File: src/rtl/core/fss_pkg.sv
// ----------------------------------------------------------------------------
// fss_pkg: shared types and constants for the fuzzy subsequence scorer
// Character classes, score bounds, register indexes and the per-text state.
// ----------------------------------------------------------------------------
package fss_pkg;

  localparam int unsigned QUERY_BYTES = 32;
  localparam int unsigned QUERY_WORDS = 4;
  localparam int unsigned COUNT_W     = 6;
  localparam int unsigned SCORE_W     = 14;
  localparam int unsigned OUT_SCORE_W = 13;
  localparam int unsigned BONUS_W     = 5;

  localparam logic [COUNT_W-1:0] QLEN_MAX = COUNT_W'(QUERY_BYTES);

  localparam logic signed [SCORE_W-1:0] SCORE_LOW  = -14'sd4096;
  localparam logic signed [SCORE_W:0]   SCORE_HIGH = 15'sd8191;

  localparam logic [BONUS_W-1:0] BONUS_BOUNDARY = 5'd16;
  localparam logic [BONUS_W-1:0] BONUS_CAMEL    = 5'd8;
  localparam logic [BONUS_W-1:0] BONUS_RUN      = 5'd4;

  localparam int unsigned CFG_ADDR_W = 3;
  localparam int unsigned CFG_DATA_W = 64;

  localparam logic [CFG_ADDR_W-1:0] CFG_QUERY_LENGTH = 3'd0;
  localparam logic [CFG_ADDR_W-1:0] CFG_QUERY_W0     = 3'd1;
  localparam logic [CFG_ADDR_W-1:0] CFG_QUERY_W1     = 3'd2;
  localparam logic [CFG_ADDR_W-1:0] CFG_QUERY_W2     = 3'd3;
  localparam logic [CFG_ADDR_W-1:0] CFG_QUERY_W3     = 3'd4;

  localparam logic [7:0] CH_SLASH = 8'h2f;
  localparam logic [7:0] CH_UNDER = 8'h5f;
  localparam logic [7:0] CH_DASH  = 8'h2d;
  localparam logic [7:0] CH_DOT   = 8'h2e;
  localparam logic [7:0] CH_SPACE = 8'h20;
  localparam logic [7:0] CH_UP_A  = 8'h41;
  localparam logic [7:0] CH_UP_Z  = 8'h5a;
  localparam logic [7:0] CH_LO_A  = 8'h61;
  localparam logic [7:0] CH_LO_Z  = 8'h7a;
  localparam logic [7:0] CASE_OFS = 8'h20;

  typedef struct packed {
    logic [COUNT_W-1:0]        count;
    logic signed [SCORE_W-1:0] score;
    logic [7:0]                prev_char;
    logic                      first;
    logic                      prev_match;
  } text_state_t;

  localparam text_state_t TEXT_STATE_INIT = '{
    count:      '0,
    score:      '0,
    prev_char:  '0,
    first:      1'b1,
    prev_match: 1'b0
  };

  function automatic logic is_upper(input logic [7:0] c);
    return (c >= CH_UP_A) && (c <= CH_UP_Z);
  endfunction

  function automatic logic is_lower(input logic [7:0] c);
    return (c >= CH_LO_A) && (c <= CH_LO_Z);
  endfunction

  function automatic logic [7:0] fold_case(input logic [7:0] c);
    return is_upper(c) ? c + CASE_OFS : c;
  endfunction

  function automatic logic is_separator(input logic [7:0] c);
    return (c == CH_SLASH) || (c == CH_UNDER) || (c == CH_DASH) ||
           (c == CH_DOT) || (c == CH_SPACE);
  endfunction

endpackage

File: src/rtl/core/fss_step.sv
// ----------------------------------------------------------------------------
// fss_step: one text byte against the current query byte
// Compares with case folding, picks the bonus or gap penalty and forms the
// next text state and the end-of-text verdict.
// ----------------------------------------------------------------------------
module fss_step (
  input  fss_pkg::text_state_t                     state,
  input  logic [7:0]                               text_char,
  input  logic [7:0]                               query_char,
  input  logic [fss_pkg::COUNT_W-1:0]              qlen,
  output fss_pkg::text_state_t                     state_next,
  output logic                                     matched,
  output logic signed [fss_pkg::OUT_SCORE_W-1:0]   match_score
);

  logic                              active;
  logic                              hit;
  logic [fss_pkg::BONUS_W-1:0]       bonus;
  logic signed [fss_pkg::SCORE_W:0]  sum;
  logic signed [fss_pkg::SCORE_W-1:0] score_upd;

  assign active = state.count < qlen;
  assign hit    = fss_pkg::fold_case(text_char) == fss_pkg::fold_case(query_char);

  always_comb begin
    bonus = '0;
    if (state.first || fss_pkg::is_separator(state.prev_char)) begin
      bonus = fss_pkg::BONUS_BOUNDARY;
    end else if (fss_pkg::is_lower(state.prev_char) && fss_pkg::is_upper(text_char)) begin
      bonus = fss_pkg::BONUS_CAMEL;
    end
    if (state.prev_match) begin
      bonus = bonus + fss_pkg::BONUS_RUN;
    end
  end

  assign sum = $signed({state.score[fss_pkg::SCORE_W-1], state.score}) +
               $signed({{(fss_pkg::SCORE_W + 1 - fss_pkg::BONUS_W){1'b0}}, bonus});

  always_comb begin
    score_upd = state.score;
    if (hit) begin
      score_upd = (sum > fss_pkg::SCORE_HIGH) ? fss_pkg::SCORE_HIGH[fss_pkg::SCORE_W-1:0]
                                              : sum[fss_pkg::SCORE_W-1:0];
    end else if (state.score > fss_pkg::SCORE_LOW) begin
      score_upd = state.score - 14'sd1;
    end
  end

  always_comb begin
    state_next = state;
    if (active) begin
      state_next.score      = score_upd;
      state_next.prev_match = hit;
      if (hit) begin
        state_next.count = state.count + 6'd1;
      end
    end
    state_next.prev_char = text_char;
    state_next.first     = 1'b0;
  end

  assign matched     = (qlen == '0) || (state_next.count >= qlen);
  assign match_score = (matched && (qlen != '0)) ? state_next.score[fss_pkg::OUT_SCORE_W-1:0]
                                                 : '0;

endmodule

File: src/rtl/core/fuzzy_subsequence_scorer.sv
// ----------------------------------------------------------------------------
// fuzzy_subsequence_scorer: streaming case-insensitive subsequence scorer
// A last byte waits in the input stage; its result is registered onto m_tvalid.
// Throughput: one byte per cycle; a last byte waits only while a result is held.
// One result per text, on the byte marked by s_tlast; state then restarts.
// Reset (rst, synchronous) empties both stages, clears the query and state.
// ----------------------------------------------------------------------------
module fuzzy_subsequence_scorer (
  input  logic                             clk,
  input  logic                             rst,
  input  logic                             s_tvalid,
  output logic                             s_tready,
  input  logic [7:0]                       s_tdata,   // [7:0] text_char
  input  logic                             s_tlast,   // last_char
  output logic                             m_tvalid,
  input  logic                             m_tready,
  output logic [15:0]                      m_tdata,   // [0] matched, [13:1] match_score
  input  logic                             cfg_wr_en,
  input  logic [fss_pkg::CFG_ADDR_W-1:0]   cfg_addr,
  input  logic [fss_pkg::CFG_DATA_W-1:0]   cfg_wdata
);

  logic [fss_pkg::COUNT_W-1:0]    query_length;
  logic [fss_pkg::CFG_DATA_W-1:0] query_words [fss_pkg::QUERY_WORDS];

  logic                 in_valid;
  logic [7:0]           in_char;
  logic                 in_last;
  logic                 out_free;
  logic                 advance;

  fss_pkg::text_state_t state;
  fss_pkg::text_state_t state_next;

  logic [fss_pkg::COUNT_W-1:0]             qlen;
  logic [4:0]                              qidx;
  logic [7:0]                              query_char;
  logic                                    step_matched;
  logic signed [fss_pkg::OUT_SCORE_W-1:0]  step_score;

  logic                                    out_matched;
  logic signed [fss_pkg::OUT_SCORE_W-1:0]  out_score;

  always_ff @(posedge clk) begin
    if (rst) begin
      query_length <= '0;
      for (int i = 0; i < fss_pkg::QUERY_WORDS; i++) begin
        query_words[i] <= '0;
      end
    end else if (cfg_wr_en) begin
      unique case (cfg_addr)
        fss_pkg::CFG_QUERY_LENGTH: query_length   <= cfg_wdata[fss_pkg::COUNT_W-1:0];
        fss_pkg::CFG_QUERY_W0:     query_words[0] <= cfg_wdata;
        fss_pkg::CFG_QUERY_W1:     query_words[1] <= cfg_wdata;
        fss_pkg::CFG_QUERY_W2:     query_words[2] <= cfg_wdata;
        fss_pkg::CFG_QUERY_W3:     query_words[3] <= cfg_wdata;
        default: ;
      endcase
    end
  end

  assign qlen = (query_length > fss_pkg::QLEN_MAX) ? fss_pkg::QLEN_MAX : query_length;

  // only read while count < qlen, so the low five bits address the byte
  assign qidx       = state.count[4:0];
  assign query_char = query_words[qidx[4:3]][{qidx[2:0], 3'b000} +: 8];

  assign out_free = !m_tvalid || m_tready;
  assign advance  = in_valid && (!in_last || out_free);
  assign s_tready = !in_valid || advance;

  always_ff @(posedge clk) begin
    if (rst) begin
      in_valid <= 1'b0;
    end else if (s_tready) begin
      in_valid <= s_tvalid;
    end
  end

  always_ff @(posedge clk) begin
    if (s_tready && s_tvalid) begin
      in_char <= s_tdata;
      in_last <= s_tlast;
    end
  end

  fss_step u_step (
    .state       (state),
    .text_char   (in_char),
    .query_char  (query_char),
    .qlen        (qlen),
    .state_next  (state_next),
    .matched     (step_matched),
    .match_score (step_score)
  );

  always_ff @(posedge clk) begin
    if (rst) begin
      state <= fss_pkg::TEXT_STATE_INIT;
    end else if (advance) begin
      state <= in_last ? fss_pkg::TEXT_STATE_INIT : state_next;
    end
  end

  always_ff @(posedge clk) begin
    if (rst) begin
      m_tvalid <= 1'b0;
    end else if (advance && in_last) begin
      m_tvalid <= 1'b1;
    end else if (m_tready) begin
      m_tvalid <= 1'b0;
    end
  end

  always_ff @(posedge clk) begin
    if (advance && in_last) begin
      out_matched <= step_matched;
      out_score   <= step_score;
    end
  end

  assign m_tdata = {2'b00, out_score, out_matched};

endmodule
File: config.mk
export PLATFORM = sky130hd
export DESIGN_NAME = fuzzy_subsequence_scorer
export DESIGN_NICKNAME = d
export VERILOG_FILES = /design/src/rtl/core/fss_pkg.sv /design/src/rtl/core/fss_step.sv /design/src/rtl/core/fuzzy_subsequence_scorer.sv
export SDC_FILE = /design/constraint.sdc
export NUM_CORES = 1
export LEC_CHECK = 0
export BUFFER_PORTS_ARGS = -buffer_cell sky130_fd_sc_hd__buf_2
export CAP_MARGIN = 25
export CORE_ASPECT_RATIO = 1.2
export CORE_MARGIN = 3
export CORE_UTILIZATION = 61
export CTS_CLUSTER_DIAMETER = 200
export DETAILED_ROUTE_END_ITERATION = 6
export PLACE_DENSITY = 0.8
export SYNTH_ARGS = -nofsm -noshare
export SYNTH_HDL_FRONTEND = slang
export SYNTH_HIERARCHICAL = 1
export SYNTH_SLANG_ARGS = --single-unit
File: constraint.sdc
create_clock -name clk -period 7.6 [get_ports clk]
set_input_delay 1.52 -clock clk [delete_from_list [all_inputs] [get_ports clk]]
set_output_delay 1.52 -clock clk [all_outputs]
set_load 0.02 [all_outputs]
==> Word level (Yosys, flattened, before mapping) <==
Memory sizes are Yosys's and may differ from the RTL's. A register that Yosys moved wholly into a read port is not among the register bits.
Index checks and enable logic that the tools add are counted.
{ "op_classes": {"add_sub_neg": 6, "magnitude_cmp": 11, "n_eq_ne": 10, "shifts": 1, "muxes": 39, "bitwise": 4, "reduce_logical": 29} }
{ "op_table": {"columns": ["op", "n"], "rows": [
  ["$mux W64", 4],
  ["$shiftx A64 B7 Y8", 1],
  ["$mux W14", 3],
  ["$eq A8 B6 Y1 const B", 4],
  ["$mux W30", 1],
  ["$ge A8 B7 Y1 const B", 3],
  ["$le A8 B7 Y1 const B", 3],
  ["$mux W1", 21],
  ["$mux W20", 1],
  ["$add A8 B6 Y8 const B", 2],
  ["$mux W8", 2],
  ["$add A14 B6 Y15", 1],
  ["$gt A15 B14 Y1 const B", 1],
  ["$gt A14 B13 Y1 const B", 1],
  ["$sub A14 B2 Y14 const B", 1],
  ["$mux W6", 2],
  ["$mux W5", 2],
  ["$logic_or A1 B1 Y1", 9],
  ["$eq A8 B7 Y1 const B", 1],
  ["$eq A8 B8 Y1", 1],
  ["$logic_and A1 B1 Y1", 8],
  ["$add A6 B1 Y6 const B", 1],
  ["$eq A3 B2 Y1 const B", 2],
  ["$ge A6 B6 Y1", 1],
  ["other kinds (16)", 24]
]} }
{ "word_totals": {"ff_bits": 61, "ramBits": 256, "in_bits": 81, "output_inout_bits": 18, "word_cells": 114, "mem_count": 1} }
{ "mem_list": {"columns": ["name", "depth", "word_bits", "read_ports", "rd_clocked_by_memory_dff", "write_ports", "line_no", "text"], "rows": [
  ["query_words", 4, 64, 1, 1, 4, "fuzzy_subsequence_scorer.sv:24", "logic [fss_pkg::CFG_DATA_W-1:0] query_words [fss_pkg::QUERY_WORDS];"]
]} }

==> Depth between registers and ports, before layout <==
{ "depth": {"word_depth": 17, "ltp_mapped": 23, "depth_no_buf": 20} }

==> Modules after synthesis <==
The synthesis kept the hierarchy.
{ "modules_own_cells": {"columns": ["mod", "n_inst", "cells_each", "area_each_um2", "seq_area_each_um2"], "rows": [
  ["fuzzy_subsequence_scorer", 1, 858, 13648.1, 9178.8],
  ["fss_step", 1, 298, 1885.6, 0.0]
]} }

==> Worst setup path after synthesis <==
OpenSTA, ideal clock, no wires.
{ "synth_timing": {"kind": "register to register", "from": "register (tool-made name)", "to": "register out_score[7] (netlist bit) (data pin)", "setup_ps": 260, "t_arrival_ps": 5616, "required_time_ps": 7340, "setup_slack_ps": 1725, "path_stages_with_launch": 24, "path_buffers": 3, "period_less_slack_ps": 5875, "cell_sequence": "dfxtp_1 > clkbuf_1 > clkbuf_1 > mux4_2 > mux4_2 > mux2_2 > or4_1 > o22a_1 > a21bo_2 > xor2_1 > nor4_4 > buf_6 > nand2_1 > xnor2_1 > inv_1 > ha_1 > nand2b_1 > a21o_1 > a21o_1 > a21oi_1 > nor2_1 > nor2_1 > nor4b_1 > o21bai_1"} }
{ "synth_lines": {"columns": ["item", "line_no", "text"], "rows": [
  ["to (signal assigned)", "fuzzy_subsequence_scorer.sv:118", "out_score <= step_score;"],
  ["to (decl)", "fuzzy_subsequence_scorer.sv:42", "logic signed [fss_pkg::OUT_SCORE_W-1:0] out_score;"]
]} }

==> qor.json <==
{
  "max_stage_delay_ns": 0.88,
  "crit_path_slowest_cell": "sky130_fd_sc_hd__dfxtp_4",
  "maximum_number_of_pins_on_one_net_before_global_route_repair": 65,
  "finalHoldViolations": 0,
  "final-instance-count-excl-fill": 1576,
  "max-vdd-ir-drop_mv": 0.220,
  "avgRoutedWirePerCell_microns": 22.5,
  "multi_input_comb_area_sq_um": 5960,
  "finalClockSkew_ns": 0.00971,
  "gpl.final_weighted_congestion": 0.887,
  "synth_top_flop_cell": "sky130_fd_sc_hd__edfxtp_1",
  "wire_length_of_the_first_global_routing_pass_microns": 55900,
  "die_h_microns": 181,
  "synth-edff-count": 279,
  "num-fill-cells": 1710,
  "route.detailed.vias_per_inst": 6.16,
  "count_of_synthesis_stage_warnings_from_yosys": 6,
  "outcome": "complete, no violations",
  "antenna_found_initial": 2,
  "required_ns": 7.90,
  "rows": 63,
  "post_synthesis_mean_instance_area_sq_um": 13.4,
  "top_cell_family_by_delay_on_the_critical_path": "simple AND/OR/NAND/NOR gates",
  "worstHoldPathType": "reg -> reg",
  "relative_max_transition_margin": 0.305,
  "first_global_vias": 10100,
  "path_buf_inv": 1,
  "syn2layout_area_growth_pct": 11.7,
  "clkSinkCount": 319,
  "synth_cell_types": 66,
  "finalCriticalPeriod_ns": 6.66,
  "insertion_delay_ns": 0.55,
  "clock_path_buffers": 3,
  "worst_setup_path_start_kind": "flop",
  "top_level_ports": 99,
  "cts_h_tree_depth": 1,
  "timing.critical_path.to_type": "flop",
  "port_buffers": 96,
  "placedCellCount": 1518,
  "timing.critical_path.arrival_ns": 6.96,
  "totalPowerFinal_mw": 3.86,
  "drt-pass1-iter-count": 5,
  "post_cts_resize_count": 0,
  "holdBufCountCts": 0,
  "cts-root-buf": "sky130_fd_sc_hd__clkbuf_16",
  "post-route-period-util": 0.877,
  "clkSlewWorstSetupHoldPaths_ns": 0.06,
  "antenna_cells": 0,
  "maxClockFrequency_mhz": 150,
  "maximum_fanout_encountered_on_the_critical_timing_path": 41,
  "grt-ovfl-total": 0,
  "syn-cell-area_sq_um": 15500,
  "floorplan.core_area_sq_um": 24900,
  "drt_antenna_net_count": 0,
  "worstMarginPinSlew_ns": 1.04,
  "initialDrtViolationCount": 793,
  "hold_start": "state[9]$_SDFFE_PP0N_",
  "rsz0062_at_grt": "false",
  "post-route-util": 0.697,
  "post_route_cells_drive_above_1_share": 0.224,
  "die_width_microns": 152,
  "post-dp-hpwl_microns": 22200,
  "power_density_nw_per_um2": 223,
  "maxcap_violations": 0,
  "path_cells": "mux4_2, mux4_2, mux2_2, or4_1, o22a_1, a21bo_2, xor2_1, nor4_4, buf_4, and2_1, nand2_1, xnor2_1, ha_1, a21o_1, a21oi_1, nor2_1, nor2_1, nor4b_1, o21bai_1",
  "postSynthRegisterBits": 319,
  "finalSetupViolCount": 0,
  "final_nets": 1328,
  "finalSetupTns_ns": 0,
  "post_cts_setup_buffers": 0,
  "initial_core_util": 0.624,
  "global_route.usage.total": 0.263,
  "path_class": "reg -> reg",
  "cts_made_buffers": 31,
  "area.sequential_sq_um": 9180,
  "routed_wl_microns": 35400,
  "floorplan.die_area_sq_um": 27400,
  "p_leak_nw": 6.13,
  "synth.yosys.seq_area_share": 0.591,
  "synth_cells": 1156,
  "clock_tree_from_tritoncts": "done",
  "async_reset_ff_frac": 0,
  "via_count": 9706,
  "timing.final.max_slew_violations": 0,
  "drc": 0,
  "holdWs_ns": 0.496
}
## final cells by class
cell class	instances	share of cell area
repair buffers	119	0.0402
clock buffers	40	0.0484
multi-input cells	737	0.343
well taps	325	0.0234
clock inverters	17	0.0113
inverters	19	0.00411
flip-flops and latches	319	0.529
## cell usage in the layout (no fill, tap or decap), drive strengths merged, types with 8 or more instances in the layout
master	netlist	routed
inv	19	19
and2	262	262
nor2	40	40
a21oi	55	55
mux4	80	80
a21o	8	8
nor2b	10	10
nand2b	8	8
mux2i	9	9
nand3	11	11
edfxtp	279	279
dfxtp	40	40
nand2	68	68
o21ai	42	42
nor3	18	18
xnor2	10	10
ha	19	19
clkinv	0	9
mux2	8	8
buf	30	119
clkbuf	52	40
## cell usage after synthesis (all sizes together), types with 3 or more instances
library cell / instances / area (sq um)
a21o: 8 / 60.1
a21oi: 55 / 275
a31o: 7 / 61.3
a31oi: 5 / 31.3
and2: 262 / 1640
buf: 30 / 199
clkbuf: 52 / 195
dfxtp: 40 / 801
edfxtp: 279 / 8380
ha: 19 / 238
inv: 19 / 71.3
mux2: 8 / 90.1
mux2i: 9 / 90.1
mux4: 80 / 1800
nand2: 68 / 255
nand2b: 8 / 50.1
nand3: 11 / 55.1
nand4: 4 / 25.0
nor2: 40 / 150
nor2b: 10 / 62.6
nor3: 18 / 90.1
nor3b: 3 / 22.5
nor4: 7 / 58.8
nor4b: 5 / 50.0
o21ai: 42 / 210
o21bai: 5 / 37.5
or4: 5 / 37.5
xnor2: 10 / 87.6
xor2: 7 / 61.3
## sequential cells by signal (all words and copies together) (netlist names), named ones only
signal / cells
in_char: 8
in_last: 1
in_valid: 1
m_tvalid: 1
out_matched: 1
out_score: 13
qidx: 5
query_length: 6
query_words: 256
state: 25
## power breakdown
part | switching [mW] | internal (mW) | total, mW
clock | 0.637 | 0.914 | 1.55
sequential | 0.0389 | 2.01 | 2.05
combinational | 0.158 | 0.105 | 0.263
total | 0.834 | 3.03 | 3.86
## worst min-delay path, stage by stage (launching register included)
cell and delay, ns:
sky130_fd_sc_hd__dfxtp_1 0.32, sky130_fd_sc_hd__o21ai_0 0.07, sky130_fd_sc_hd__a21oi_1 0.06
## per-layer routing
metal,part of all wire,vias up,track usage
li1,-,4390,-
met1,0.39,4897,0.344
met2,0.53,339,0.452
met3,0.055,76,0.0374
met4,0.031,4,0.0924
met5,0.00096,-,0
## metrics by stage
stage                     worst slack [ns]  cell area, sq um
after CTS                            0.908             17300
after floorplan                       1.72             15500
final                                0.936             17300
after detailed placement             0.921             16300
after global placement                1.06             16200
after global routing                 0.458             17300
## kinds of logic after synthesis
family                     after synthesis  share of synthesized area
and+or+nand+nor                        453                      0.167
DFF                                    319                      0.591
AOI/OAI and AO/OA                      146                     0.0574
buffers and inverters                  101                     0.0300
muxes                                   97                      0.128
adders and majority gates               21                     0.0172
xor gates and xnor gates                17                    0.00958
other                                    2                   0.000483
## final timing paths
path | to | slack (ns) | cells after the start
setup / recovery | out_score[7]$_DFFE_PP_ | 0.94 | 19
hold reg to reg | state[9]$_SDFFE_PP0N_ | 0.50 | 2
setup reg to reg | out_score[7]$_DFFE_PP_ | 0.94 | 19
hold / removal | state[9]$_SDFFE_PP0N_ | 0.50 | 2
No activity file was read; power rests on OpenSTA's default activity.
